==> src/hdl/fba_pkg.sv <==
// Shared types and constants for the fixed-size block free-list allocator.
package fba_pkg;

   // Field widths of the request and response items
   localparam int unsigned IDX_W    = 4;
   localparam int unsigned BYTES_W  = 13;
   localparam int unsigned OFFSET_W = 16;
   localparam int unsigned STATUS_W = 3;
   localparam int unsigned COUNT_W  = 5;

   // Packed stream widths (whole bytes)
   localparam int unsigned REQ_DATA_W = 24;
   localparam int unsigned RSP_DATA_W = 32;

   // Block size after reset
   localparam logic [BYTES_W-1:0] ENTRY_BYTES_RESET = 13'd4;

   // Request kind carried in req_tuser
   typedef enum logic {
      MODE_ALLOC = 1'b0,
      MODE_FREE  = 1'b1
   } mode_type;

   // Response status codes
   typedef enum logic [STATUS_W-1:0] {
      ST_OK     = 3'd0,
      ST_EMPTY  = 3'd1,
      ST_RANGE  = 3'd2,
      ST_DOUBLE = 3'd3,
      ST_SIZE   = 3'd4
   } status_type;

   // Sequencer states
   typedef enum logic {
      S_IDLE = 1'b0,
      S_EXEC = 1'b1
   } state_type;

endpackage

==> src/hdl/fba_link_ram.sv <==
// Link store: simple dual-port RAM, one write and one registered read per cycle.
module fba_link_ram #(
   parameter int unsigned DEPTH = 16,
   parameter int unsigned AW    = 4,
   parameter int unsigned WIDTH = 6
) (
   input  logic             clock,
   input  logic             wr_en,
   input  logic [AW-1:0]    wr_addr,
   input  logic [WIDTH-1:0] wr_data,
   input  logic             rd_en,
   input  logic [AW-1:0]    rd_addr,
   output logic [WIDTH-1:0] rd_data
);

   logic [WIDTH-1:0] mem [DEPTH];
   logic [WIDTH-1:0] rd_data_ff;

   // write port
   always_ff @(posedge clock) begin
      if (wr_en) begin
         mem[wr_addr] <= wr_data;
      end
   end

   // read port, registered
   always_ff @(posedge clock) begin
      if (rd_en) begin
         rd_data_ff <= mem[rd_addr];
      end
   end

   assign rd_data = rd_data_ff;

endmodule

==> src/hdl/fixed_block_free_list_allocator.sv <==
// Top level of the fixed-size block pool allocator with a LIFO free list.
//
// Requests arrive on the req_ stream: req_tuser selects allocate (0) or free (1),
// req_tdata carries the block index to free and the requested size. Each request
// produces exactly one transfer on the rsp_ stream with the granted index, its byte
// offset, in rsp_tuser a status code, and the in-use count after the request.
// Users write the block size via csr_wr_en / csr_wr_data only while idle; it is not enforced.
//
// Timing: a request is accepted in the idle state; the next cycle the link store
// returns the word of the addressed block (the free-list head on allocate, the
// given block on free), and the response is loaded into the output register at that
// edge. A request thus passes through the link store's read register and then the
// output register, and no new request is accepted until its response is registered.
// The output register holds a response while rsp_tready is low; a new request is
// accepted as soon as that response is taken, in the same cycle.
// Reset puts every block on the free list in order 0..ENTRIES-1 with none allocated.
// No clearing pass is needed: blocks at or above a fresh counter were never handed
// out and are read as "free, linked to the next index" without touching the RAM.
module fixed_block_free_list_allocator
   import fba_pkg::*;
#(
   parameter int unsigned ENTRIES = 16
) (
   input  logic                  clock,
   input  logic                  reset,
   // request stream
   input  logic                  req_tvalid,
   output logic                  req_tready,
   input  logic [REQ_DATA_W-1:0] req_tdata,  // [3:0] block_index, [16:4] request_bytes
   input  logic                  req_tuser,  // [0] mode
   // response stream
   output logic                  rsp_tvalid,
   input  logic                  rsp_tready,
   output logic [RSP_DATA_W-1:0] rsp_tdata,  // [3:0] granted_index, [19:4] byte_offset,
                                             // [24:20] in_use_count
   output logic [STATUS_W-1:0]   rsp_tuser,  // [2:0] status
   // configuration
   input  logic                  csr_wr_en,
   input  logic [BYTES_W-1:0]    csr_wr_data
);

   localparam int unsigned AW  = (ENTRIES > 1) ? $clog2(ENTRIES) : 1;
   localparam int unsigned LW  = $clog2(ENTRIES + 1);
   localparam int unsigned MW  = LW + 1;
   localparam int unsigned PW  = (AW + BYTES_W > OFFSET_W) ? AW + BYTES_W : OFFSET_W;
   localparam logic [LW-1:0] LINK_ONE = LW'(1);

   // registers
   state_type            state_ff, state_in;
   logic [LW-1:0]        head_ff, head_in;
   logic [LW-1:0]        fresh_ff, fresh_in;
   logic [LW-1:0]        used_ff, used_in;
   logic [BYTES_W-1:0]   entry_bytes_ff;
   mode_type             mode_ff;
   logic [IDX_W-1:0]     bidx_ff;
   logic [BYTES_W-1:0]   req_bytes_ff;
   logic                 rsp_valid_ff, rsp_valid_in;
   logic [IDX_W-1:0]     rsp_index_ff, rsp_index_in;
   logic [OFFSET_W-1:0]  rsp_offset_ff, rsp_offset_in;
   status_type           rsp_status_ff, rsp_status_in;
   logic [COUNT_W-1:0]   rsp_count_ff, rsp_count_in;

   // link store ports
   logic                 wr_en;
   logic [AW-1:0]        wr_addr;
   logic [MW-1:0]        wr_data;
   logic                 rd_en;
   logic [AW-1:0]        rd_addr;
   logic [MW-1:0]        rd_data;

   // decoded request fields
   mode_type             req_mode;
   logic [IDX_W-1:0]     req_bidx;
   logic [BYTES_W-1:0]   req_bytes;
   logic                 req_fire;

   // execute-stage helpers
   logic [31:0]          req_bidx_w;
   logic [31:0]          bidx_w;
   logic [31:0]          head_w;
   logic [31:0]          fresh_w;
   logic [AW-1:0]        head_addr;
   logic [AW-1:0]        bidx_addr;
   logic                 head_fresh;
   logic                 blk_alloc;
   logic [PW-1:0]        product;

   assign req_mode  = mode_type'(req_tuser);
   assign req_bidx  = req_tdata[IDX_W-1:0];
   assign req_bytes = req_tdata[IDX_W+BYTES_W-1:IDX_W];

   assign req_tready = (state_ff == S_IDLE) && (!rsp_valid_ff || rsp_tready);
   assign req_fire   = req_tvalid && req_tready;

   assign req_bidx_w = 32'(req_bidx);
   assign bidx_w     = 32'(bidx_ff);
   assign head_w     = 32'(head_ff);
   assign fresh_w    = 32'(fresh_ff);
   assign head_addr  = head_ff[AW-1:0];
   assign bidx_addr  = bidx_w[AW-1:0];

   // read the addressed block's word on acceptance
   assign rd_en   = req_fire;
   assign rd_addr = (req_mode == MODE_FREE) ? req_bidx_w[AW-1:0] : head_addr;

   fba_link_ram #(
      .DEPTH (ENTRIES),
      .AW    (AW),
      .WIDTH (MW)
   ) u_link_ram (
      .clock   (clock),
      .wr_en   (wr_en),
      .wr_addr (wr_addr),
      .wr_data (wr_data),
      .rd_en   (rd_en),
      .rd_addr (rd_addr),
      .rd_data (rd_data)
   );

   // untouched blocks sit at or above the fresh counter
   assign head_fresh = (head_ff == fresh_ff);
   assign blk_alloc  = (bidx_w < fresh_w) && rd_data[LW];
   assign product    = PW'(head_addr) * PW'(entry_bytes_ff);

   // next state, list update and response
   always_comb begin
      state_in      = state_ff;
      head_in       = head_ff;
      fresh_in      = fresh_ff;
      used_in       = used_ff;
      wr_en         = 1'b0;
      wr_addr       = head_addr;
      wr_data       = '0;
      rsp_valid_in  = rsp_valid_ff && !rsp_tready;
      rsp_index_in  = rsp_index_ff;
      rsp_offset_in = rsp_offset_ff;
      rsp_status_in = rsp_status_ff;
      rsp_count_in  = rsp_count_ff;
      case (state_ff)
         S_IDLE: begin
            if (req_fire) begin
               state_in = S_EXEC;
            end
         end
         S_EXEC: begin
            state_in      = S_IDLE;
            rsp_valid_in  = 1'b1;
            rsp_index_in  = '0;
            rsp_offset_in = '0;
            rsp_status_in = ST_OK;
            if (mode_ff == MODE_ALLOC) begin
               if (req_bytes_ff != entry_bytes_ff) begin
                  rsp_status_in = ST_SIZE;
               end else if (head_w >= ENTRIES) begin
                  rsp_status_in = ST_EMPTY;
               end else begin
                  // pop the head, mark it allocated
                  wr_en   = 1'b1;
                  wr_addr = head_addr;
                  wr_data = {1'b1, {LW{1'b0}}};
                  if (head_fresh) begin
                     head_in  = head_ff + LINK_ONE;
                     fresh_in = fresh_ff + LINK_ONE;
                  end else begin
                     head_in = rd_data[LW-1:0];
                  end
                  used_in       = used_ff + LINK_ONE;
                  rsp_index_in  = head_w[IDX_W-1:0];
                  rsp_offset_in = product[OFFSET_W-1:0];
               end
            end else begin
               if (bidx_w >= ENTRIES) begin
                  rsp_status_in = ST_RANGE;
               end else if (!blk_alloc) begin
                  rsp_status_in = ST_DOUBLE;
               end else begin
                  // push the block, link it to the old head
                  wr_en   = 1'b1;
                  wr_addr = bidx_addr;
                  wr_data = {1'b0, head_ff};
                  head_in = LW'(bidx_w);
                  used_in = used_ff - LINK_ONE;
               end
            end
            rsp_count_in = COUNT_W'(used_in);
         end
         default: begin
            state_in = S_IDLE;
         end
      endcase
   end

   // control registers
   always_ff @(posedge clock) begin
      if (reset) begin
         state_ff       <= S_IDLE;
         head_ff        <= '0;
         fresh_ff       <= '0;
         used_ff        <= '0;
         rsp_valid_ff   <= 1'b0;
         entry_bytes_ff <= ENTRY_BYTES_RESET;
      end else begin
         state_ff     <= state_in;
         head_ff      <= head_in;
         fresh_ff     <= fresh_in;
         used_ff      <= used_in;
         rsp_valid_ff <= rsp_valid_in;
         if (csr_wr_en) begin
            entry_bytes_ff <= csr_wr_data;
         end
      end
   end

   // request capture and response payload
   always_ff @(posedge clock) begin
      if (req_fire) begin
         mode_ff      <= req_mode;
         bidx_ff      <= req_bidx;
         req_bytes_ff <= req_bytes;
      end
      rsp_index_ff  <= rsp_index_in;
      rsp_offset_ff <= rsp_offset_in;
      rsp_status_ff <= rsp_status_in;
      rsp_count_ff  <= rsp_count_in;
   end

   assign rsp_tvalid = rsp_valid_ff;
   assign rsp_tdata  = RSP_DATA_W'({rsp_count_ff, rsp_offset_ff, rsp_index_ff});
   assign rsp_tuser  = rsp_status_ff;

endmodule
==> config.mk <==
export PLATFORM = sky130hd
export DESIGN_NAME = fixed_block_free_list_allocator
export DESIGN_NICKNAME = d
export VERILOG_FILES = /design/src/hdl/fba_pkg.sv /design/src/hdl/fba_link_ram.sv /design/src/hdl/fixed_block_free_list_allocator.sv
export SDC_FILE = /design/constraint.sdc
export NUM_CORES = 1
export LEC_CHECK = 0
export BUFFER_PORTS_ARGS = -buffer_cell sky130_fd_sc_hd__buf_2
export CELL_PAD_IN_SITES_DETAIL_PLACEMENT = 2
export CELL_PAD_IN_SITES_GLOBAL_PLACEMENT = 2
export CORE_AREA = 3 3 152 154
export DETAILED_ROUTE_END_ITERATION = 8
export DIE_AREA = 0 0 155 157
export GPL_TIMING_DRIVEN = 0
export PLACE_DENSITY = 0.79
export SYNTH_ARGS = -nofsm -noshare
export SYNTH_HDL_FRONTEND = slang
export SYNTH_SLANG_ARGS = --single-unit
==> constraint.sdc <==
create_clock -name clock -period 4.5 [get_ports clock]
set_input_delay 0.675 -clock clock [delete_from_list [all_inputs] [get_ports clock]]
set_output_delay 0.675 -clock clock [all_outputs]
set_load 0.01 [all_outputs]
==> reports/results.ini <==
[synthesis]
synth.top_cells.by_area=edfxtp_1, dfxtp_1, mux4_1, fa_1, ha_1
ys_async_sr_fraction_pct=0
synth_top_area_cell=edfxtp_1
postSynthCellCount=700
synth_top_flop_cell=edfxtp_1
ys_ff_latch=178
ys.warnings.count=0
avgSynthCellArea_um2=13.0
synthDistinctLibCells=60
synth_edf_count=148
syn-cell-area_mm2=0.00910
synthDominantCellAreaShare_pct=48.8
synth_seq_area_share_pct=55.4

[worst_setup_path]
crit_fanout=10
cp-end-kind=flop
arrival_ns=4.39
crit_path_start_kind=flop
critPathRequiredTime_ns=4.69
path_class=flop to flop

[clock_tree]
cts_tree=done
insertion_delay_ns=0.45
clk_pin_slew_ns=0.08
clock-sinks=178
htreeDepth=4
cts_hold_buf=0
cts_root_buffer=clkbuf_16
cts.path.max_buffers=2
cts_inserted_buffers=17

[placed_design]
place_ws_ns=-0.119
place_inst=1049
gp_congestion=0.852
portBuffers=63
hpwl_um=18400
placed_cell_area_mm2=0.00979

[sta]
finalSetupViolCount=0
rsz0062_at_grt=no
holdWs_ns=0.399
max_slew_margin_pct=16.5
slew_viol_final=0
fin_tns_setup_ns=0
fin_skew_ns=0.00910
hold_viol=0
fin_crit_sh_pct=93.3
worst_slew_pin_slew_ns=1.25
setup_slack_ns=0.302
min_period_ns=4.20
fmax_mhz=238

[routing]
via_count=5802
dr.first_iter.drc_count=310
vias_per_cell=5.38
routed_wl_um=25100
ant_nets=0
post_drt_wl_per_cell_um=23.2
first_pass_iters=5
drc=0

[layout]
drive_gt1_share_pct=18.0
areaGrowthSynthToFinish_pct=14.7
finalNetCount=878
fin_cells=1079
num-fill-cells=2123
design_area_mm2=0.0104
diodes=0

[pwr]
power_density_mw_per_mm2=349
power.share.combinational_pct=5.5
power_switching_w=0.000935
p_int_w=0.00271
p_sw_share_pct=25.6
pwr-share-seq_pct=50.6
power.leakage_nw=3.82
clkPwrFrac_pct=44.0
peakVddDrop_uv=277

[hold_path]
hold_class=input port to flop

[grt]
grt_pass1_wl_um=39400
grt_max_degree=35
grt_usage_pct=21.5
grt_pass1_vias=6548
overflow=0
antenna_found_initial=0

[status]
status=finished, final reports clean

[run]
cap_violations=0

[floorplan]
die_area_mm2=0.0243
ios=80
die_height_um=157
coreArea_mm2=0.0218
num_rows=54
initial_utilization_pct=41.7
die_w_um=155

[worst max-delay path, stage by stage (launching register included)]
cell and delay, ns:
dfxtp_1 0.47, clkbuf_2 0.27, clkbuf_2 0.28, nand2_1 0.11, fa_1 0.48, fa_1 0.61, inv_1 0.07, ha_1 0.31
a211oi_1 0.38, o21ai_0 0.20, o211a_1 0.21, a221oi_1 0.34, xnor2_1 0.16, nor2_1 0.05
[synthesized netlist by cell type, drive strengths merged, types with 2 or more instances]
cell type	count
fa	22
o211a	3
edfxtp	148
ha	27
and2b	3
o21a	4
mux2	4
nand4	3
nand2	38
xnor2	29
a21o	6
nor3	11
inv	60
buf	18
clkbuf	17
and3b	2
a31oi	7
o211ai	3
xor2	8
nor4	3
nand3	13
and2	43
a211oi	10
o31a	2
mux4	24
nor2b	7
and3	5
mux2i	25
nor2	62
dfxtp	30
a22oi	2
o21ai	21
a31o	2
a21oi	24
a41oi	2
nor3b	2
[timing repair]
item                                    CTS  global route
buffers inserted                          0             0
endpoints found under the setup margin    3             3
resized for setup                         3             2
[cells by family after synthesis]
family,Yosys count,synth area share [%]
AOI/OAI and AO/OA,92,6.79
xor gates and xnor gates,37,3.56
adders and majority gates,49,8.55
buffers and inverters,96,5.02
DFF,178,55.4
muxes,53,10.1
other,1,0.0412
and+or+nand+nor,194,10.5
[registers in the layout, indices dropped and copies added, names as in the netlist]
| register | cells |
|---|---|
| bidx_addr | 4 |
| entry_bytes_ff | 13 |
| fresh_ff | 5 |
| head_ff | 5 |
| mode_ff | 1 |
| req_bytes_ff | 13 |
| rsp_count_ff | 5 |
| rsp_index_ff | 4 |
| rsp_offset_ff | 16 |
| rsp_tuser | 3 |
| rsp_tvalid | 1 |
| state_ff | 1 |
| u_link_ram.mem | 96 |
| u_link_ram.rd_data | 6 |
| used_ff | 5 |
[path summary, 6_finish.rpt]
check	startpoint	to	slack (ns)	cells after the start
worst min register to register	rsp_tvalid	rsp_tvalid	0.56	2
worst max-delay path	head_ff[1]	rsp_offset_ff[15]	0.30	13
worst max register to register	head_ff[1]	rsp_offset_ff[15]	0.30	13
worst min-delay path	req_tdata[14]	req_bytes_ff[10]	0.40	1
[per-stage QoR]
step	power (W)	util (%)
final	0.00365	47.9
after global routing	0.00376	47.9
after CTS	0.00368	47.9
after detailed placement	0.00208	44.9
after global placement	0.00206	44.9
after floorplan	0.00199	-
[placed cells by master (no fill, tap or decap), drive strengths merged, types with 2 or more instances in the layout]
cell / instances
edfxtp: 148
buf: 81
inv: 65
nor2: 62
and2: 43
nand2: 38
clkbuf: 32
dfxtp: 30
xnor2: 29
ha: 27
mux2i: 25
a21oi: 24
mux4: 24
fa: 22
o21ai: 21
nand3: 13
nor3: 11
a211oi: 10
clkinv: 9
xor2: 8
a31oi: 7
nor2b: 7
conb: 7
a21o: 6
and3: 5
o21a: 4
mux2: 4
o211a: 3
o211ai: 3
nand4: 3
and2b: 3
nor4: 3
and3b: 2
nor3b: 2
o31a: 2
a31o: 2
a41oi: 2
a22oi: 2
[power by group through the flow]
| stage | Combinational (W) | Sequential [W] | Clock (W) |
|---|---|---|---|
| finish | 0.000199 | 0.00184 | 0.00160 |
| global route | 0.000218 | 0.00185 | 0.00170 |
| CTS | 0.000201 | 0.00184 | 0.00163 |
| detailed placement | 0.000197 | 0.00188 | 0 |
| global placement | 0.000186 | 0.00188 | 0 |
| floorplan | 0.000123 | 0.00187 | 0 |
[area by class of cell]
class | count | area (µm²) | share of cell area, %
Clock inverter | 15 | 230 | 2.20
Buffer | 34 | 229 | 2.19
Timing Repair Buffer | 63 | 315 | 3.02
Multi-Input combinational cell | 432 | 3630 | 34.7
Clock buffer | 17 | 425 | 4.07
Tap cell | 280 | 350 | 3.35
Inverter | 60 | 225 | 2.16
Sequential cell | 178 | 5050 | 48.3
[layer usage]
layer,track usage [%],vias up,routed length [µm],part of all wire [%]
met5,0,-,0,0
met4,7.57,0,580,2.3
met3,3.68,37,985,3.9
met2,37.9,121,12800,51
met1,26.9,2964,10700,43
li1,-,2680,-,-
Note: power is estimated with default switching activity, not from simulation.
